<file path="src/hw/rtl/trn_pkg.sv">
package trn_pkg;

    localparam int SUB_BUF_DEPTH = 64;
    localparam int Q_DEPTH = 4;
    localparam int Q_AW = $clog2(Q_DEPTH);

    localparam logic [1:0] KIND_KEY    = 2'd0;
    localparam logic [1:0] KIND_REPLY  = 2'd1;
    localparam logic [1:0] KIND_RESIZE = 2'd2;

    localparam logic [2:0] OP_KEY    = 3'd0;
    localparam logic [2:0] OP_AYT    = 3'd1;
    localparam logic [2:0] OP_ENV    = 3'd2;
    localparam logic [2:0] OP_DONT   = 3'd3;
    localparam logic [2:0] OP_WONT   = 3'd4;
    localparam logic [2:0] OP_RESIZE = 3'd5;

    localparam logic [7:0] B_IAC  = 8'hff;
    localparam logic [7:0] B_DONT = 8'hfe;
    localparam logic [7:0] B_DO   = 8'hfd;
    localparam logic [7:0] B_WONT = 8'hfc;
    localparam logic [7:0] B_WILL = 8'hfb;
    localparam logic [7:0] B_SB   = 8'hfa;
    localparam logic [7:0] B_AYT  = 8'hf6;
    localparam logic [7:0] B_NOP  = 8'hf1;
    localparam logic [7:0] B_SE   = 8'hf0;
    localparam logic [7:0] B_DEL  = 8'h7f;
    localparam logic [7:0] OPT_ECHO = 8'd1;
    localparam logic [7:0] OPT_SGA  = 8'd3;
    localparam logic [7:0] OPT_NAWS = 8'd31;
    localparam logic [7:0] OPT_ENV  = 8'd39;

    localparam logic [2:0] REG_DEF_W  = 3'd0;
    localparam logic [2:0] REG_DEF_H  = 3'd1;
    localparam logic [2:0] REG_MAX    = 3'd2;
    localparam logic [2:0] REG_BS     = 3'd3;
    localparam logic [2:0] REG_RET    = 3'd4;

    typedef struct packed {
        logic [15:0] def_w;
        logic [15:0] def_h;
        logic [15:0] max_size;
        logic [7:0]  bs_code;
        logic [7:0]  ret_code;
    } t_cfg;

    typedef struct packed {
        logic [2:0]  op;
        logic [7:0]  data;
        logic [15:0] width;
        logic [15:0] height;
    } t_cmd;

    function automatic logic [3:0] cmd_len(input logic [2:0] op);
        case (op)
            OP_AYT:  cmd_len = 4'd9;
            OP_ENV:  cmd_len = 4'd6;
            OP_DONT: cmd_len = 4'd3;
            OP_WONT: cmd_len = 4'd3;
            default: cmd_len = 4'd1;
        endcase
    endfunction

    function automatic logic [1:0] cmd_kind(input logic [2:0] op);
        case (op)
            OP_KEY:    cmd_kind = KIND_KEY;
            OP_RESIZE: cmd_kind = KIND_RESIZE;
            default:   cmd_kind = KIND_REPLY;
        endcase
    endfunction

    function automatic logic [7:0] cmd_byte(input logic [2:0] op, input logic [3:0] idx,
                                            input logic [7:0] d);
        cmd_byte = 8'd0;
        case (op)
            OP_KEY: cmd_byte = d;
            OP_AYT: begin
                case (idx)
                    4'd0:    cmd_byte = 8'd13;
                    4'd1:    cmd_byte = 8'd10;
                    4'd2:    cmd_byte = 8'h5b;
                    4'd3:    cmd_byte = 8'h59;
                    4'd4:    cmd_byte = 8'h65;
                    4'd5:    cmd_byte = 8'h53;
                    4'd6:    cmd_byte = 8'h5d;
                    4'd7:    cmd_byte = 8'd13;
                    default: cmd_byte = 8'd10;
                endcase
            end
            OP_ENV: begin
                case (idx)
                    4'd0:    cmd_byte = B_IAC;
                    4'd1:    cmd_byte = B_SB;
                    4'd2:    cmd_byte = OPT_ENV;
                    4'd3:    cmd_byte = 8'd1;
                    4'd4:    cmd_byte = B_IAC;
                    default: cmd_byte = B_SE;
                endcase
            end
            OP_DONT: begin
                case (idx)
                    4'd0:    cmd_byte = B_IAC;
                    4'd1:    cmd_byte = B_DONT;
                    default: cmd_byte = d;
                endcase
            end
            OP_WONT: begin
                case (idx)
                    4'd0:    cmd_byte = B_IAC;
                    4'd1:    cmd_byte = B_WONT;
                    default: cmd_byte = d;
                endcase
            end
            default: cmd_byte = 8'd0;
        endcase
    endfunction

endpackage

</file>
<file path="src/hw/rtl/trn_front.sv">
module trn_front import trn_pkg::*; (
    input  logic       i_clk,
    input  logic       i_rst_n,
    input  logic       i_accept,
    input  logic [7:0] i_rx_byte,
    input  t_cfg       i_cfg,
    output logic       o_push,
    output t_cmd       o_cmd
);

    localparam logic [3:0] ST_DATA    = 4'd0;
    localparam logic [3:0] ST_IAC     = 4'd1;
    localparam logic [3:0] ST_WILL    = 4'd2;
    localparam logic [3:0] ST_DO      = 4'd3;
    localparam logic [3:0] ST_NAWS    = 4'd4;
    localparam logic [3:0] ST_ENV     = 4'd5;
    localparam logic [3:0] ST_ENV_IS  = 4'd6;
    localparam logic [3:0] ST_ENV_VAR = 4'd7;
    localparam logic [3:0] ST_ENV_VAL = 4'd8;
    localparam logic [3:0] ST_ARG     = 4'd9;

    logic [3:0]  r_state, n_state;
    logic [7:0]  r_sub, n_sub;
    logic [15:0] r_w, n_w, r_h, n_h;
    logic [7:0]  r_buf [1:5];
    logic [7:0]  n_buf [1:5];
    logic [7:0]  z_buf [1:5];
    logic        wr0, wr1;
    logic [7:0]  idx0, idx1, v0, v1;
    logic        user_now, user_put;
    logic [15:0] naws_w, naws_h, clamp_w, clamp_h;
    logic [7:0]  c;

    function automatic logic is_user(input logic [7:0] b1, input logic [7:0] b2,
                                     input logic [7:0] b3, input logic [7:0] b4,
                                     input logic [7:0] b5);
        is_user = (b1 == 8'h55) && (b2 == 8'h53) && (b3 == 8'h45) &&
                  (b4 == 8'h52) && (b5 == 8'd0);
    endfunction

    assign c = i_rx_byte;

    always_comb begin
        for (int k = 1; k <= 5; k++) begin
            z_buf[k] = (r_sub == 8'(k)) ? 8'd0 : r_buf[k];
        end
    end

    assign user_now = is_user(r_buf[1], r_buf[2], r_buf[3], r_buf[4], r_buf[5]);
    assign user_put = is_user(z_buf[1], z_buf[2], z_buf[3], z_buf[4], z_buf[5]);

    assign naws_w = {r_buf[1], r_buf[2]};
    assign naws_h = {r_buf[3], r_buf[4]};

    always_comb begin
        logic [15:0] tw, th;
        tw = (naws_w <= 16'd1) ? i_cfg.def_w : naws_w;
        th = (naws_h <= 16'd2) ? i_cfg.def_h : naws_h;
        clamp_w = (tw > i_cfg.max_size) ? i_cfg.max_size : tw;
        clamp_h = (th > i_cfg.max_size) ? i_cfg.max_size : th;
    end

    always_comb begin
        n_state = r_state;
        n_sub   = r_sub;
        n_w     = r_w;
        n_h     = r_h;
        o_push  = 1'b0;
        o_cmd.op   = OP_KEY;
        o_cmd.data = 8'd0;
        wr0 = 1'b0;
        wr1 = 1'b0;
        idx0 = r_sub;
        idx1 = 8'd1;
        v0 = 8'd0;
        v1 = 8'd0;
        case (r_state)
            ST_DATA: begin
                if (c == B_IAC) begin
                    n_state = ST_IAC;
                end else if (c == B_DEL) begin
                    o_push = 1'b1;
                    o_cmd.data = i_cfg.bs_code;
                end else if (c != 8'd0 && c != 8'd10 && c < B_DEL) begin
                    o_push = 1'b1;
                    o_cmd.data = c;
                end
            end
            ST_IAC: begin
                if (c == B_IAC) begin
                    n_state = ST_DATA;
                    o_push = 1'b1;
                end else if (c == B_AYT) begin
                    n_state = ST_DATA;
                    o_push = 1'b1;
                    o_cmd.op = OP_AYT;
                end else if (c == B_NOP) begin
                    n_state = ST_DATA;
                end else if (c == B_SB) begin
                    if (r_sub != 8'hff) n_sub = r_sub + 8'd1;
                end else if (c == B_SE) begin
                    if (r_sub != 8'd0) n_sub = r_sub - 8'd1;
                    n_state = ST_DATA;
                end else if (c == B_WILL) begin
                    n_state = ST_WILL;
                end else if (c == B_DO) begin
                    n_state = ST_DO;
                end else if (c == OPT_NAWS) begin
                    n_state = ST_NAWS;
                end else if (c == OPT_ENV) begin
                    n_state = ST_ENV;
                end else begin
                    n_state = ST_ARG;
                end
            end
            ST_WILL: begin
                if (c == OPT_ENV) begin
                    o_push = 1'b1;
                    o_cmd.op = OP_ENV;
                end else if (c != OPT_NAWS) begin
                    o_push = 1'b1;
                    o_cmd.op = OP_DONT;
                    o_cmd.data = c;
                end
                n_state = ST_DATA;
            end
            ST_DO: begin
                if (c != OPT_SGA && c != OPT_ECHO) begin
                    o_push = 1'b1;
                    o_cmd.op = OP_WONT;
                    o_cmd.data = c;
                end
                n_state = ST_DATA;
            end
            ST_NAWS: begin
                if (r_sub <= 8'd4) begin
                    wr0 = 1'b1;
                    v0 = c;
                    n_sub = r_sub + 8'd1;
                end else begin
                    n_w = clamp_w;
                    n_h = clamp_h;
                    n_sub = 8'd0;
                    n_state = ST_IAC;
                    o_push = 1'b1;
                    o_cmd.op = OP_RESIZE;
                end
            end
            ST_ENV: begin
                if (c == 8'd0) n_state = ST_ENV_IS;
                n_sub = 8'd1;
                wr1 = 1'b1;
            end
            ST_ENV_IS: begin
                if (c == 8'd0 || c == 8'd2 || c == 8'd3) begin
                    n_sub = 8'd1;
                    wr1 = 1'b1;
                    n_state = ST_ENV_VAR;
                end else if (c == B_IAC) begin
                    n_state = ST_IAC;
                end else begin
                    n_state = ST_DATA;
                end
            end
            ST_ENV_VAR: begin
                if (c == 8'd1) begin
                    wr0 = 1'b1;
                    if (r_sub != 8'hff) n_sub = r_sub + 8'd1;
                    n_state = ST_ENV_VAL;
                end else if (c == B_IAC) begin
                    n_state = ST_IAC;
                end else if (r_sub < 8'(SUB_BUF_DEPTH - 2)) begin
                    wr0 = 1'b1;
                    v0 = c;
                    n_sub = r_sub + 8'd1;
                    wr1 = 1'b1;
                    idx1 = r_sub + 8'd1;
                end
            end
            ST_ENV_VAL: begin
                if (c <= 8'd3 || c == B_IAC) begin
                    wr0 = 1'b1;
                    n_state = (c == B_IAC) ? ST_IAC : ST_ENV_VAR;
                    n_sub = 8'd1;
                    wr1 = 1'b1;
                    if (user_put) begin
                        o_push = 1'b1;
                        o_cmd.data = i_cfg.ret_code;
                    end
                end else if (user_now) begin
                    o_push = 1'b1;
                    o_cmd.data = c;
                end
            end
            ST_ARG: begin
                n_state = (r_sub != 8'd0) ? ST_IAC : ST_DATA;
            end
            default: begin
                n_state = ST_DATA;
            end
        endcase
        o_cmd.width  = n_w;
        o_cmd.height = n_h;
        o_push = o_push & i_accept;
    end

    // apply buffer writes in model order; only entries 1..5 are ever read back
    always_comb begin
        for (int k = 1; k <= 5; k++) begin
            n_buf[k] = r_buf[k];
            if (wr0 && idx0 == 8'(k)) n_buf[k] = v0;
            if (wr1 && idx1 == 8'(k)) n_buf[k] = v1;
        end
    end

    always_ff @(posedge i_clk) begin
        if (!i_rst_n) begin
            r_state <= ST_DATA;
            r_sub   <= 8'd0;
            r_w     <= 16'd80;
            r_h     <= 16'd24;
        end else if (i_accept) begin
            r_state <= n_state;
            r_sub   <= n_sub;
            r_w     <= n_w;
            r_h     <= n_h;
        end
    end

    always_ff @(posedge i_clk) begin
        if (i_accept) begin
            for (int k = 1; k <= 5; k++) r_buf[k] <= n_buf[k];
        end
    end

endmodule

</file>
<file path="src/hw/rtl/trn_queue.sv">
module trn_queue import trn_pkg::*; (
    input  logic i_clk,
    input  logic i_rst_n,
    input  logic i_push,
    input  t_cmd i_cmd,
    input  logic i_pop,
    output logic o_full,
    output logic o_empty,
    output t_cmd o_cmd
);

    t_cmd             r_mem [Q_DEPTH];
    logic [Q_AW-1:0]  r_wp, r_rp;
    logic [Q_AW:0]    r_cnt;

    assign o_full  = (r_cnt == (Q_AW+1)'(Q_DEPTH));
    assign o_empty = (r_cnt == '0);
    assign o_cmd   = r_mem[r_rp];

    always_ff @(posedge i_clk) begin
        if (!i_rst_n) begin
            r_wp  <= '0;
            r_rp  <= '0;
            r_cnt <= '0;
        end else begin
            if (i_push) r_wp <= r_wp + 1'b1;
            if (i_pop)  r_rp <= r_rp + 1'b1;
            r_cnt <= r_cnt + (Q_AW+1)'(i_push) - (Q_AW+1)'(i_pop);
        end
    end

    always_ff @(posedge i_clk) begin
        if (i_push) r_mem[r_wp] <= i_cmd;
    end

endmodule

</file>
<file path="src/hw/rtl/trn_back.sv">
module trn_back import trn_pkg::*; (
    input  logic        i_clk,
    input  logic        i_rst_n,
    input  logic        i_empty,
    input  t_cmd        i_cmd,
    output logic        o_pop,
    input  logic        i_stall,
    output logic        o_valid,
    output logic [1:0]  o_kind,
    output logic [7:0]  o_data_byte,
    output logic [15:0] o_width,
    output logic [15:0] o_height,
    output logic        o_last
);

    logic [3:0] r_idx;
    logic       adv, is_last;

    assign adv     = !i_empty && (!o_valid || !i_stall);
    assign is_last = (r_idx == cmd_len(i_cmd.op) - 4'd1);
    assign o_pop   = adv && is_last;

    always_ff @(posedge i_clk) begin
        if (!i_rst_n) begin
            o_valid <= 1'b0;
            r_idx   <= 4'd0;
        end else begin
            if (adv) begin
                o_valid <= 1'b1;
                r_idx   <= is_last ? 4'd0 : r_idx + 4'd1;
            end else if (!i_stall) begin
                o_valid <= 1'b0;
            end
        end
    end

    always_ff @(posedge i_clk) begin
        if (adv) begin
            o_kind      <= cmd_kind(i_cmd.op);
            o_data_byte <= cmd_byte(i_cmd.op, r_idx, i_cmd.data);
            o_width     <= i_cmd.width;
            o_height    <= i_cmd.height;
            o_last      <= is_last;
        end
    end

    a_idx_busy: assert property (@(posedge i_clk) disable iff (!i_rst_n)
        r_idx != 4'd0 |-> !i_empty)
        else $error("burst index set with empty queue");
    a_idx_range: assert property (@(posedge i_clk) disable iff (!i_rst_n)
        !i_empty |-> r_idx < cmd_len(i_cmd.op))
        else $error("burst index past command length");
    a_resize: assert property (@(posedge i_clk) disable iff (!i_rst_n)
        o_valid && o_kind == KIND_RESIZE |-> o_last && o_data_byte == 8'd0)
        else $error("resize beat malformed");

endmodule

</file>
<file path="src/hw/rtl/telnet_receive_negotiator_top.sv">
// Path: an accepted byte is written into the command queue, and the queue head is then
// registered onto the output as the first result beat.
// Throughput: one byte per cycle; result beats leave the output one at a time,
// so reply bursts (up to 9 beats) drain through a 4-entry command queue and the
// input stalls only while that queue is full.
// Reset: synchronous active-low; parser to plain data, window 80x24,
// registers to their defaults, queue and output emptied.
module telnet_receive_negotiator_top import trn_pkg::*; (
    input  logic        i_clk,
    input  logic        i_rst_n,
    input  logic        i_valid,
    output logic        o_stall,
    input  logic [7:0]  i_rx_byte,
    output logic        o_valid,
    input  logic        i_stall,
    output logic [1:0]  o_kind,
    output logic [7:0]  o_data_byte,
    output logic [15:0] o_width,
    output logic [15:0] o_height,
    output logic        o_last,
    input  logic        psel,
    input  logic        penable,
    input  logic        pwrite,
    input  logic [4:0]  paddr,
    input  logic [31:0] pwdata,
    output logic [31:0] prdata,
    output logic        pready
);

    t_cfg       r_cfg;
    t_cmd       f_cmd, q_cmd;
    logic       accept, push, q_full, q_empty, pop;
    logic [2:0] reg_idx;

    assign pready  = 1'b1;
    assign reg_idx = paddr[4:2];
    assign o_stall = q_full;
    assign accept  = i_valid && !q_full;

    always_ff @(posedge i_clk) begin
        if (!i_rst_n) begin
            r_cfg.def_w    <= 16'd80;
            r_cfg.def_h    <= 16'd24;
            r_cfg.max_size <= 16'd250;
            r_cfg.bs_code  <= 8'd8;
            r_cfg.ret_code <= 8'd13;
        end else if (psel && penable && pwrite) begin
            case (reg_idx)
                REG_DEF_W: r_cfg.def_w    <= pwdata[15:0];
                REG_DEF_H: r_cfg.def_h    <= pwdata[15:0];
                REG_MAX:   r_cfg.max_size <= pwdata[15:0];
                REG_BS:    r_cfg.bs_code  <= pwdata[7:0];
                REG_RET:   r_cfg.ret_code <= pwdata[7:0];
                default: ;
            endcase
        end
    end

    always_comb begin
        case (reg_idx)
            REG_DEF_W: prdata = {16'd0, r_cfg.def_w};
            REG_DEF_H: prdata = {16'd0, r_cfg.def_h};
            REG_MAX:   prdata = {16'd0, r_cfg.max_size};
            REG_BS:    prdata = {24'd0, r_cfg.bs_code};
            REG_RET:   prdata = {24'd0, r_cfg.ret_code};
            default:   prdata = 32'd0;
        endcase
    end

    trn_front u_front (
        .i_clk     (i_clk),
        .i_rst_n   (i_rst_n),
        .i_accept  (accept),
        .i_rx_byte (i_rx_byte),
        .i_cfg     (r_cfg),
        .o_push    (push),
        .o_cmd     (f_cmd)
    );

    trn_queue u_queue (
        .i_clk   (i_clk),
        .i_rst_n (i_rst_n),
        .i_push  (push),
        .i_cmd   (f_cmd),
        .i_pop   (pop),
        .o_full  (q_full),
        .o_empty (q_empty),
        .o_cmd   (q_cmd)
    );

    trn_back u_back (
        .i_clk       (i_clk),
        .i_rst_n     (i_rst_n),
        .i_empty     (q_empty),
        .i_cmd       (q_cmd),
        .o_pop       (pop),
        .i_stall     (i_stall),
        .o_valid     (o_valid),
        .o_kind      (o_kind),
        .o_data_byte (o_data_byte),
        .o_width     (o_width),
        .o_height    (o_height),
        .o_last      (o_last)
    );

endmodule
</file>
<file path="config.mk">
export PLATFORM = sky130hd
export DESIGN_NAME = telnet_receive_negotiator_top
export DESIGN_NICKNAME = d
export VERILOG_FILES = /design/src/hw/rtl/trn_pkg.sv /design/src/hw/rtl/trn_front.sv /design/src/hw/rtl/trn_queue.sv /design/src/hw/rtl/trn_back.sv /design/src/hw/rtl/telnet_receive_negotiator_top.sv
export SDC_FILE = /design/constraint.sdc
export NUM_CORES = 1
export LEC_CHECK = 0
export ABC_AREA = 1
export BUFFER_PORTS_ARGS = -buffer_cell sky130_fd_sc_hd__buf_2
export CORE_MARGIN = 2
export CORE_UTILIZATION = 45
export CTS_CLUSTER_SIZE = 10
export DETAILED_ROUTE_END_ITERATION = 6
export PLACE_DENSITY = 0.64
export SYNTH_ARGS = -nofsm -noshare
export SYNTH_HDL_FRONTEND = slang
export SYNTH_HIERARCHICAL = 1
export SYNTH_SLANG_ARGS = --single-unit
</file>
<file path="constraint.sdc">
create_clock -name i_clk -period 3 [get_ports i_clk]
set_input_delay 0.45 -clock i_clk [delete_from_list [all_inputs] [get_ports i_clk]]
set_output_delay 0.45 -clock i_clk [all_outputs]
set_load 0.005 [all_outputs]
</file>
# [After elaboration in Yosys (flattened, before gate mapping)]
# Memories as Yosys holds them, arrays and structs flattened. A register that Yosys moved wholly into a read port is not among the register bits.
# Cells that the tools add are included.
# W data, S select, Z words.
[totals] reg_bits=163 ramBits=212 romBits=56 input_bits=52 word_cells=287 n_memories=3
[op_classes] n_addsub=8 order_cmp=8 n_eq_ne=73 muxes=121 n_bitwise=1 n_reduce_logical=54
[mem_list] name="u_queue.r_mem" words=4 width=43 read_ports=1 rd_clocked_by_memory_dff=1 write_ports=1 line="trn_queue.sv:12" text="t_cmd r_mem [Q_DEPTH];"
[mem_list] name="(name not given)" words=8 width=7 read_ports=1 rd_clocked_by_memory_dff=1 write_ports=0 line="trn_pkg.sv:78" text="case (idx)"
[mem_list] name="u_front.r_buf" words=5 width=8 read_ports=5 rd_clocked_by_memory_dff=0 write_ports=5 line="trn_front.sv:25" text="logic [7:0] r_buf [1:5];"
[ops] op="$mux W8" n=44
[ops] op="$mux W16" n=8
[ops] op="$pmux W16 S5" n=1
[ops] op="$eq A8 B7 Y1 const B" n=9
[ops] op="$mux W4" n=16
[ops] op="$pmux W8 S4" n=2
[ops] op="$eq A8 B8 Y1 const B" n=7
[ops] op="$eq A8 B2 Y1 const B" n=6
[ops] op="$pmux W8 S2" n=3
[ops] op="$pmux W8 S6" n=1
[ops] op="$pmux W8 S5" n=1
[ops] op="$eq A8 B3 Y1 const B" n=4
[ops] op="$gt A16 B16 Y1" n=2
[ops] op="$pmux W4 S8" n=1
[ops] op="$mux W1" n=28
[ops] op="$logic_and A1 B1 Y1" n=26
[ops] op="$eq A8 B1 Y1 const B" n=3
[ops] op="$logic_not A8 Y1" n=3
[ops] op="$eq A4 B3 Y1 const B" n=5
[ops] op="$mux W3" n=6
[ops] op="$eq A4 B2 Y1 const B" n=4
[ops] op="$le A16 B1 Y1 const B" n=1
[ops] op="$le A16 B2 Y1 const B" n=1
[ops] op="$reduce_bool A8 Y1" n=2
[ops] op="48 further kinds" n=81

# [Depth between registers and ports, before layout]
# Gate-level depths: netlist (run 1).
[logic_depth] word_depth=13 depth_mapped=25

# [Modules after synthesis]
# The synthesis (run 1) kept the hierarchy.
[by_module_without_submodules] mod="trn_front" n_inst=1 cells_each=1243 area_each_um2=7494.7
[by_module_without_submodules] mod="trn_queue" n_inst=1 cells_each=557 area_each_um2=7434.6
[by_module_without_submodules] mod="telnet_receive_negotiator_top" n_inst=1 cells_each=506 area_each_um2=3328.2
[by_module_without_submodules] mod="trn_back" n_inst=1 cells_each=189 area_each_um2=2373.5

# [Worst setup path before layout (run 1)]
# Ideal clock, no wire load.
[synth_path] kind="reg2reg" from="register u_front.r_sub[0], in the netlist u_front/idx0[0]" to="memory u_queue/r_mem[0][0] (netlist name), enable pin" setup_time_ns=0.397 arrival_ns=2.756 required_time_ns=2.603 path_slack_ns=-0.154 stages_incl_launch_ff=14 period_less_slack_ns=3.154 path_cell_list="dfxtp_1 buf_2 inv_1 ha_1 nand3_1 nand3_1 buf_2 nand2_1 nor2_1 nand3_1 nor2_1 nor2_1 nand2_1 inv_1"
[synth_via] elab_chain_len=13 elab_cells_between_ends=27 cone_classes="order compare (1); eq/ne (9); mux (11); bitwise (1); reduce/logical (5)"
[synth_rtl] element="start: declaration" line="trn_front.sv:23" text="logic [7:0] r_sub, n_sub;"
[synth_rtl] element="start signal: assignment" line="trn_front.sv:224" text="r_sub <= n_sub;"
[synth_rtl] element="$eq A8 B1 Y1 / $eq A8 B2 Y1 (equally long branches)" line="trn_front.sv:45" text="z_buf[k] = (r_sub == 8'(k)) ? 8'd0 : r_buf[k];"
[synth_rtl] element="$mux W8" line="trn_front.sv:45"
[synth_rtl] element="$eq A8 B7 Y1" line="trn_front.sv:37" text="is_user = (b1 == 8'h55) && (b2 == 8'h53) && (b3 == 8'h45) &&"
[synth_rtl] element="$logic_and A1 B1 Y1 (3 in series)" line="trn_front.sv:37"
[synth_rtl] element="$logic_and A1 B1 Y1" line="trn_front.sv:38" text="(b4 == 8'h52) && (b5 == 8'd0);"
[synth_rtl] element="$mux W1" line="trn_front.sv:186" text="if (user_put) begin"
[synth_rtl] element="$mux W1" line="trn_front.sv:181" text="if (c <= 8'd3 || c == B_IAC) begin"
[synth_rtl] element="$pmux W1 S6 (*)" line="trn_front.sv:77" text="case (r_state)"
[synth_rtl] element="$and A1 B1 Y1 (*)" line="trn_front.sv:204" text="o_push = o_push & i_accept;"
[synth_rtl] element="net push" line="telnet_receive_negotiator_top.sv:32" text="logic accept, push, q_full, q_empty, pop;"
[synth_rtl] element="$mux W1 (*)" line="trn_queue.sv:33" text="if (i_push) r_mem[r_wp] <= i_cmd;"
[synth_rtl] element="$mux W1 (not written as such) (*)" line="trn_queue.sv:33"
[synth_rtl] element="end: declaration" line="trn_queue.sv:12"
# Mark *: on every way through the listed nets, which the timed path passes. The rest lies on a longest branch.

==> flow_metrics.env, run 1 <==
export IMPL_hold_class="input port to flip-flop"
export IMPL_grt_pass1_vias=15989
export IMPL_wl_per_cell_um=16.7
export IMPL_multiInputGateArea_um2=9060
export IMPL_via_count=17017
export IMPL_cts_tree="yes"
export IMPL_cts_clk_slew_worst_paths_ns=0.06
export IMPL_drv_slew=0
export IMPL_path_class="flip-flop to flip-flop"
export IMPL_numClockSinks=384
export IMPL_cts_max_level=2
export IMPL_slew_headroom_pct=36.2
export IMPL_ios=130
export IMPL_track_usage_pct=22.9
export IMPL_synth_area_leaders="edfxtp_1 37%, dfxtp_1 13%, nand2_1 12%"
export IMPL_skew_ns=0.0133
export IMPL_crit_path_frequent_cell="nand2_2"
export IMPL_layout_drive_gt1_share_pct=20.4
export IMPL_yosysTopAreaCellShare_pct=37.1
export IMPL_crit_path_end_kind="flip-flop"
export IMPL_status="finished with violations"
export IMPL_synth_enable_flop_cells=255
export IMPL_grt_overflow_total=0
export IMPL_setup_violations=16
export IMPL_syn_area_um2=20600
export IMPL_ctsHoldBuffers=0
export IMPL_tightest_slew_ns=0.958
export IMPL_ys_warn_count=6
export IMPL_drtAntennaViolNets=0
export IMPL_async_reset_ff_share_pct=0
export IMPL_hpwlAfterDp_um=40100
export IMPL_power_frac_seq_pct=44.6
export IMPL_synth_cell_types=57
export IMPL_pre_cts_ws_ns=-0.226
export IMPL_fillCellCount=4190
export IMPL_start_util_pct=45.6
export IMPL_rsz0062_at_grt="true"
export IMPL_postSynthCellCount=2495
export IMPL_route_detailed_drc=0
export IMPL_cts_buffer_depth=3
export IMPL_final_util_pct=54.0
export IMPL_arrival_ns=3.32
export IMPL_fin_ws_ns=-0.0121
export IMPL_synth_seq_cells=384
export IMPL_syn_to_final_growth_pct=18.5
export IMPL_totalWireLength_um=55400
export IMPL_gp_congestion=0.956
export IMPL_power_share_clock_pct=34.7
export IMPL_seqCellArea_um2=10200
export IMPL_dieWidth_um=218
export IMPL_timing_hold_ws_ns=0.116
export IMPL_ys_flop_type="edfxtp_1"
export IMPL_start_kind="flip-flop"
export IMPL_drt_iter0_markers=1173
export IMPL_die_height_um=218
export IMPL_clk_latency_ns=0.57
export IMPL_synth_avg_cell_area_um2=8.27
export IMPL_numCtsBuffers=46
export IMPL_fmax_mhz=332
export IMPL_max_stage_delay_ns=0.41
export IMPL_switchingPower_mw=4.34
export IMPL_final_common_cell="nand2_1"
export IMPL_port_buffers=94
export IMPL_grt_pass1_wl_um=85700
export IMPL_cp_cell_sequence="nor2_2, nand3_1, nor3_2, nand2_2, buf_8, o21ai_4, inv_2, ha_4, nand4_1, nor3_4, buf_6, nand3_4, nand2_4, nand2_1, nand3_2, nand2_2"
export IMPL_report_power_total_mw=14.9
export IMPL_antenna_found_initial=1
export IMPL_intPower_mw=10.6
export IMPL_synth_seq_area_share_pct=49.6
export IMPL_fin_tns_setup_ns=-0.101
export IMPL_layout_cells_non_filler=3312
export IMPL_rows=78
export IMPL_grt_max_degree=93
export IMPL_coreArea_um2=45300
export IMPL_leakage_nw=11.0
export IMPL_hold_viol=0
export IMPL_final_cell_area_um2=24400
export IMPL_dp_cells=3209
export IMPL_netSwitchingFraction_pct=29.1
export IMPL_p_per_area_nw_per_um2=610
export IMPL_critPathSlowestCell="edfxtp_1"
export IMPL_crit_required_ns=3.30
export IMPL_maxCapViolations=0
export IMPL_fin_crit_ns=3.01
export IMPL_dpl_instance_area_um2=22200
export IMPL_min_period_over_period_pct=100
export IMPL_design_die_area_um2=47600
export IMPL_pwr_share_comb_pct=20.7
export IMPL_critPathMaxFanout=8
export IMPL_viasPerCell=5.14
export IMPL_layout_common_cells="603 x nand2_1, 328 x inv_1, 276 x nor2_1"
export IMPL_yosysTopAreaCell="edfxtp_1"
export IMPL_nets=2775
export IMPL_violations="setup timing"
export IMPL_drtPass1Iterations=5
export IMPL_cts_root_buf="clkbuf_16"
export IMPL_ir_drop_mv=0.613
==> flip-flops by register name, summed over array words and instances (netlist names), named ones only <==
name,count
u_back/o_last,1
u_back/o_kind,2
u_queue/r_cnt,3
u_back/o_height,16
u_back/o_valid,1
u_back/r_idx,4
u_back/o_width,16
u_queue/r_wp,2
u_queue/r_mem,172
u_front/r_buf,40
u_queue/r_rp,2
u_front/r_w,16
u_front/r_state,4
r_cfg,64
u_back/o_data_byte,8
u_front/r_h,16
u_front/idx0,8
==> synth_stat cells, types with 3 or more instances <==
library cell  instances
clkbuf_1             22
nor3_1               22
nand3_2               7
nand3_4               6
o21ai_0              81
a21o_1                3
nand2_4               7
nor2_1              285
buf_4                27
or2_2                 5
o211ai_2             43
edfxtp_1            255
a22oi_1               3
nor2_4               13
nand3_1             262
nor2_2               10
buf_1                 9
xor2_1                9
o21ai_1               8
and2_1                4
nand4_1              31
a21oi_1              92
inv_2                16
buf_6                20
nand2_1             649
nor2_8                3
nand2_2              16
buf_2                31
nor3_2                3
dfxtp_1             129
ha_1                 49
inv_1               338
o211ai_1              8
==> final timing paths <==
path | start | end | slack (ns) | cells past startpoint
hold reg to reg | u_queue/r_rp[1]$_SDFFE_PN0P_ | flip-flop | 0.46 | 2
setup / recovery | u_front/r_buf[0][19]$_SDFFCE_PP0P_ | u_queue/r_mem[2][11]$_DFFE_PP_ | -0.01 | 16
hold / removal | pwdata[7] | r_cfg[23]$_SDFFE_PN1P_ | 0.12 | 3
setup reg to reg | u_front/r_buf[0][19]$_SDFFCE_PP0P_ | u_queue/r_mem[2][11]$_DFFE_PP_ | -0.01 | 16
==> logic make-up (layout without fill, tap and decap cells) <==
group	after synthesis	after routing	share of synthesized area, %
other cells	2	18	0.0364
fa+ha+maj	50	50	3.07
compound gates	247	247	7.88
xor+xnor	12	12	0.546
flops	384	384	49.6
simple gates	1334	1335	28.9
buf+inv	466	666	9.95
==> per-layer routing <==
metal / routed length (µm) / track usage (%) / vias to the layer above
met5: 0 / 0 / -
met4: 2220 / 9.05 / 0
met3: 2440 / 2.94 / 122
met2: 26900 / 39.3 / 459
met1: 23900 / 29.5 / 7995
li1: - / - / 8441
==> critical path, delay by kind of cell, from the launching register on <==
kind                       cells  cell delay, ns
and+or+nand+nor               11            1.56
DFF                            1            0.41
buffers and inverters          3            0.38
adders and majority gates      1            0.27
AOI/OAI and AO/OA              1            0.14
==> what timing repair did <==
action                     4_1_cts  5_1_grt
buffers inserted                 0       11
pin swaps                        2       24
cloned                           1        4
setup endpoints to repair      111      332
resized for setup               15      163
==> power groups by stage <==
stage	sequential (mW)	combinational, mW	clock, mW
2_1_floorplan	6.77	2.09	0
3_3_place_gp	6.75	2.89	0
3_5_place_dp	6.77	2.97	0
4_1_cts	6.66	2.99	5.28
5_1_grt	6.71	3.48	5.50
6_report	6.66	3.08	5.17
==> layout make-up <==
class | count | share of cell area (%)
sequential | 384 | 41.9
antenna | 1 | 0.0102
inverter | 356 | 5.54
clock buffer | 81 | 5.58
clock inverter | 5 | 0.184
multi-input combinational | 1661 | 37.1
tap | 600 | 3.07
timing repair buffer | 224 | 6.63
No activity file was read; power rests on OpenSTA's default activity.
==> inputs of run 2 (changes only) <==
ABC_CLOCK_PERIOD_IN_PS = 3000   (was unset)
CORE_MARGIN = unset   (was 2)
CTS_BUF_LIST = sky130_fd_sc_hd__clkbuf_8 sky130_fd_sc_hd__clkbuf_16   (was unset)
==> flow_metrics.env, run 2 (same netlist as run 1, synthesis figures left out) <==
export IMPL_status="finished with violations"
export IMPL_violations="setup timing"
export IMPL_start_kind="flip-flop"
export IMPL_crit_path_end_kind="flip-flop"
export IMPL_hold_depth=3
export IMPL_viasPerCell=5.13
export IMPL_arrival_ns=3.42
export IMPL_die_height_um=216
export IMPL_ios=130
export IMPL_top_regs="u_queue/r_mem (172), r_cfg (64), u_front/r_buf (40)"
export IMPL_setup_violations=72
export IMPL_grt_pass1_wl_um=85000
export IMPL_final_common_cell="nand2_1"
export IMPL_min_period_over_period_pct=103
export IMPL_pre_cts_ws_ns=-0.178
export IMPL_min_to="r_cfg[2]$_SDFFE_PN1P_"
export IMPL_critPathMaxFanout=8
export IMPL_ir_drop_mv=0.442
export IMPL_slew_headroom_pct=26.4
export IMPL_power_share_clock_pct=33.5
export IMPL_cts_tree="yes"
export IMPL_hold_class="input port to flip-flop"
export IMPL_path_class="flip-flop to flip-flop"
export IMPL_route_detailed_drc=0
export IMPL_layout_common_cells="597 x nand2_1, 352 x inv_1, 279 x nor2_1"
export IMPL_holdCritStartpoint="pwdata[2]"
export IMPL_regMostFlops="u_queue/r_mem"
export IMPL_wl_met1_um=23500
export IMPL_cts_root_buf="clkbuf_16"
export IMPL_leakage_nw=11.2
export IMPL_design_die_area_um2=46700
export IMPL_r2r_end="u_queue/r_mem[2][14]$_DFFE_PP_"
export IMPL_track_usage_pct=23.3
export IMPL_regToRegSetupSlack_ns=-0.1
export IMPL_drtAntennaViolNets=0
export IMPL_timing_rr_start="u_front/r_buf[0][17]$_SDFFCE_PP0P_"
export IMPL_clk_latency_ns=0.59
export IMPL_port_buffers=94
export IMPL_via_count=17011
export IMPL_grt_max_degree=106
export IMPL_numCtsBuffers=45
export IMPL_layout_drive_gt1_share_pct=21.3
export IMPL_drtPass1Iterations=5
export IMPL_intPower_mw=10.3
export IMPL_dieWidth_um=216
export IMPL_switchingPower_mw=4.31
export IMPL_coreArea_um2=45300
export IMPL_rows=78
export IMPL_totalWireLength_um=55600
export IMPL_fin_crit_ns=3.10
export IMPL_nets=2783
export IMPL_syn_to_final_growth_pct=19.5
export IMPL_largest_reg_flops=172
export IMPL_hpwlAfterDp_um=39900
export IMPL_p_per_area_nw_per_um2=593
export IMPL_gp_congestion=0.981
export IMPL_maxCapViolations=0
export IMPL_cts_clk_slew_worst_paths_ns=0.06
export IMPL_rr_worst_depth=16
export IMPL_cts_max_level=2
export IMPL_pwr_share_comb_pct=20.9
export IMPL_crit_required_ns=3.32
export IMPL_drt_iter0_markers=1218
export IMPL_grt_overflow_total=0
export IMPL_ctsHoldBuffers=0
export IMPL_start_util_pct=45.6
export IMPL_fin_ws_ns=-0.0984
export IMPL_antenna_found_initial=2
export IMPL_wl_met3_um=2540
export IMPL_wl_met2_um=27300
export IMPL_cts_buffer_depth=3
export IMPL_netSwitchingFraction_pct=29.5
export IMPL_top_layer="met4"
export IMPL_tightest_slew_ns=1.10
export IMPL_fmax_mhz=323
export IMPL_drv_slew=0
export IMPL_power_frac_seq_pct=45.6
export IMPL_grt_pass1_vias=15647
export IMPL_wl_per_cell_um=16.8
export IMPL_hold_viol=0
export IMPL_numClockSinks=384
export IMPL_fillCellCount=4173
export IMPL_skew_ns=0.0273
export IMPL_rsz0062_at_grt="true"
export IMPL_report_power_total_mw=14.6
==> run 2: layout make-up <==
| type | instances | area, µm² | area share (%) |
|---|---|---|---|
| Sequential cell | 384 | 10200 | 41.6 |
| Multi-Input combinational cell | 1661 | 9240 | 37.5 |
| Timing Repair Buffer | 233 | 1730 | 7.00 |
| Inverter | 356 | 1350 | 5.49 |
| Clock buffer | 45 | 1130 | 4.57 |
| Tap cell | 600 | 751 | 3.05 |
| Clock inverter | 37 | 205 | 0.832 |
| Antenna cell | 2 | 5.00 | 0.0203 |
==> run 2: per-layer routing <==
layer	vias up	track usage, %
li1	8464	-
met1	7960	29.6
met2	451	40.0
met3	136	3.28
met4	0	9.18
met5	-	0
==> run 2: worst max-delay path: stages, from the launching register on <==
cell       delay [ns]
edfxtp_1         0.41
nor2_2           0.18
nand3_2          0.09
nor3_2           0.14
nand2_2          0.16
clkbuf_16        0.22
o21ai_4          0.15
inv_2            0.07
ha_4             0.26
nand4_1          0.11
nor3_2           0.30
nand2_2          0.11
nand2_4          0.15
clkbuf_16        0.20
nand3_2          0.08
nand3_2          0.14
nand2_4          0.07
==> run 2: what timing repair did <==
item                                    CTS  global route
gates resized for setup                  22           188
gates cloned                              1             4
setup buffers                             0            15
pin swaps                                 2            28
endpoints found under the setup margin  151           332
==> run 2: worst max-delay path by stage <==
stage / start / endpoint / slack [ns] / cells after the start
finish: u_front/r_buf[0][17]$_SDFFCE_PP0P_ / u_queue/r_mem[2][14]$_DFFE_PP_ / -0.1 / 16
detailed placement: u_front/r_buf[0][19]$_SDFFCE_PP0P_ / u_queue/r_mem[2][14]$_DFFE_PP_ / -0.18 / 17
global route: u_front/r_buf[0][17]$_SDFFCE_PP0P_ / u_queue/r_mem[1][4]$_DFFE_PP_ / -0.28 / 17
CTS: u_front/r_buf[0][19]$_SDFFCE_PP0P_ / u_queue/r_mem[1][12]$_DFFE_PP_ / 0.01 / 16
floorplan: u_front/r_buf[0][19]$_SDFFCE_PP0P_ / u_queue/r_mem[0][3]$_DFFE_PP_ / 0.007 / 16
global placement: u_front/r_buf[0][19]$_SDFFCE_PP0P_ / u_queue/r_mem[2][14]$_DFFE_PP_ / -0.08 / 18
==> run 2: metrics by stage <==
step                setup TNS, ns  instance area [µm²]  instances  util [%]  hold slack [ns]
floorplan                       0                20700       2510         -            0.433
global placement            -2.12                22200       3214      49.1            0.441
detailed placement          -8.47                22200       3214      49.1            0.450
CTS                             0                23600       3297      52.1           0.0714
global route               -18.89                24600       3316      54.4           0.0909
finish                      -4.69                24600       3318      54.4           0.0899
==> run 2: power groups by stage <==
stage	logic [mW]	registers (mW)	clock network [mW]
2_1_floorplan	2.09	6.77	0
3_3_place_gp	2.90	6.75	0
3_5_place_dp	2.96	6.77	0
4_1_cts	2.98	6.66	5.03
5_1_grt	3.43	6.71	5.23
6_report	3.06	6.66	4.90
==> inputs of run 3 (changes only) <==
BUFFER_PORTS_ARGS = -buffer_cell sky130_fd_sc_hd__buf_4   (was -buffer_cell sky130_fd_sc_hd__buf_2)
HOLD_SLACK_MARGIN = 0.05   (was unset)
==> flow_metrics.env, run 3 (same netlist as run 1, synthesis figures left out) <==
export IMPL_status="finished with violations"
export IMPL_violations="setup timing"
export IMPL_arrival_ns=3.46
export IMPL_cts_max_level=2
export IMPL_route_detailed_drc=0
export IMPL_syn_to_final_growth_pct=21.6
export IMPL_hold_class="input port to flip-flop"
export IMPL_start_kind="flip-flop"
export IMPL_rsz0062_at_grt="true"
export IMPL_fin_crit_ns=3.12
export IMPL_dp_cells=3211
export IMPL_wl_per_cell_um=16.9
export IMPL_fillCellCount=4077
export IMPL_tightest_slew_ns=1.00
export IMPL_cts_root_buf="clkbuf_16"
export IMPL_coreArea_um2=45300
export IMPL_ios=130
export IMPL_drt_iter0_markers=1152
export IMPL_layout_common_cells="589 x nand2_1, 354 x inv_1, 278 x nor2_1"
export IMPL_numCtsBuffers=46
export IMPL_drtAntennaViolNets=0
export IMPL_ctsHoldBuffers=0
export IMPL_layout_cells_non_filler=3315
export IMPL_hpwlAfterDp_um=39500
export IMPL_final_common_cell="nand2_1"
export IMPL_hold_viol=0
export IMPL_numClockSinks=384
export IMPL_grt_max_degree=97
export IMPL_fmax_mhz=321
export IMPL_timing_hold_ws_ns=0.0745
export IMPL_antenna_found_initial=0
export IMPL_viasPerCell=5.17
export IMPL_leakage_nw=11.3
export IMPL_grt_overflow_total=0
export IMPL_critPathMaxFanout=8
export IMPL_die_height_um=216
export IMPL_layout_drive_gt1_share_pct=21.9
export IMPL_drtPass1Iterations=5
export IMPL_ir_drop_mv=0.681
export IMPL_regMostFlops="u_queue/r_mem"
export IMPL_grt_pass1_vias=16236
export IMPL_cts_clk_slew_worst_paths_ns=0.06
export IMPL_gp_congestion=0.962
export IMPL_final_cell_area_um2=25100
export IMPL_slew_headroom_pct=33.0
export IMPL_design_die_area_um2=46700
export IMPL_crit_path_end_kind="flip-flop"
export IMPL_clk_latency_ns=0.60
export IMPL_drv_slew=0
export IMPL_path_class="flip-flop to flip-flop"
export IMPL_grt_pass1_wl_um=86200
export IMPL_crit_required_ns=3.34
export IMPL_min_period_over_period_pct=104
export IMPL_maxCapViolations=0
export IMPL_cts_tree="yes"
export IMPL_totalWireLength_um=56000
export IMPL_p_per_area_nw_per_um2=600
export IMPL_track_usage_pct=23.4
export IMPL_setup_violations=78
export IMPL_cts_buffer_depth=3
export IMPL_port_buffers=94
export IMPL_dieWidth_um=216
export IMPL_skew_ns=0.0451
export IMPL_rows=78
export IMPL_via_count=17145
export IMPL_largest_reg_flops=172
export IMPL_nets=2780
export IMPL_regToRegSetupSlack_ns=-0.12
export IMPL_start_util_pct=45.6
export IMPL_top_regs="u_queue/r_mem (172), r_cfg (64), u_front/r_buf (40)"
export IMPL_dpl_instance_area_um2=22400
export IMPL_fin_ws_ns=-0.119
run 3: cell count changes in the layout (fill, tap and decap cells not counted), moves of 6 or more:
cell and change:
nand3_2 +8, nand2_1 -8, inv_2 -6, nand3_1 -9
buf_2 -94, nand2_2 +8, buf_4 +85
run 3: cell type report:
cell class                      instances  area, µm²  area share [%]
Sequential cell                       384      10200            40.9
Multi-Input combinational cell       1661       9350            37.3
Timing Repair Buffer                  229       1970            7.87
Inverter                              356       1350            5.40
Clock buffer                           48       1180            4.70
Tap cell                              600        751            2.99
Clock inverter                         36        228           0.908
Antenna cell                            1       2.50         0.00998
run 3: report_power, final:
part           total [mW]  switching, mW  internal (mW)
combinational        3.26           2.04           1.22
sequential           6.68          0.217           6.46
clock                5.12           2.19           2.93
total                15.1           4.44           10.6
run 3: path summary, 6_finish.rpt:
path	startpoint	endpoint	cells after the start
setup reg to reg	u_front/r_buf[0][19]$_SDFFCE_PP0P_	u_queue/r_mem[1][3]$_DFFE_PP_	19
hold reg to reg	u_queue/r_rp[1]$_SDFFE_PN0P_	u_queue/r_rp[1]$_SDFFE_PN0P_	2
hold / removal	pwdata[2]	r_cfg[2]$_SDFFE_PN1P_	3
setup / recovery	u_front/r_buf[0][19]$_SDFFCE_PP0P_	u_queue/r_mem[1][3]$_DFFE_PP_	19
run 3: what timing repair did:
action | 4_1_cts | 5_1_grt
pin swaps | 4 | 59
setup endpoints to repair | 108 | 320
endpoints found under the hold margin | 0 | 0
setup buffers | 5 | 6
gates cloned | 1 | 7
gates resized for setup | 28 | 208
run 3: routing by layer:
layer  GRT usage [%]  routed length [µm]  part of all wire [%]  up-vias
li1                -                   -                     -     8457
met1            29.3               23400                    42     8110
met2            40.8               27600                    49      452
met3            2.82                2460                   4.4      126
met4            9.91                2480                   4.4        0
met5               0                   0                     0        -
run 3: through the flow:
step	power [mW]	setup WS, ns	utilization [%]	setup TNS (ns)
4_1_cts	15.1	0.0112	52.9	0
6_report	15.1	-0.119	55.4	-6.39
3_3_place_gp	9.82	-0.0730	49.6	-1.08
2_1_floorplan	8.86	0.00722	-	0
5_1_grt	15.8	-0.245	55.4	-22.65
3_5_place_dp	9.92	-0.254	49.6	-12.19
run 3: worst max-delay path, stage by stage, from the launching register on:
cell and delay, ns:
edfxtp_1 0.42, nor2_2 0.20, nand3_2 0.10, nor3_2 0.20, nand2_2 0.16, buf_12 0.18
buf_6 0.13, nand2_1 0.07, o21ai_2 0.07, inv_2 0.07, ha_4 0.20, nand2_4 0.09
buf_6 0.10, o21ai_2 0.07, a21oi_4 0.18, nand2_8 0.11, buf_12 0.16, nand3_2 0.06
nand3_2 0.08, and2_4 0.21
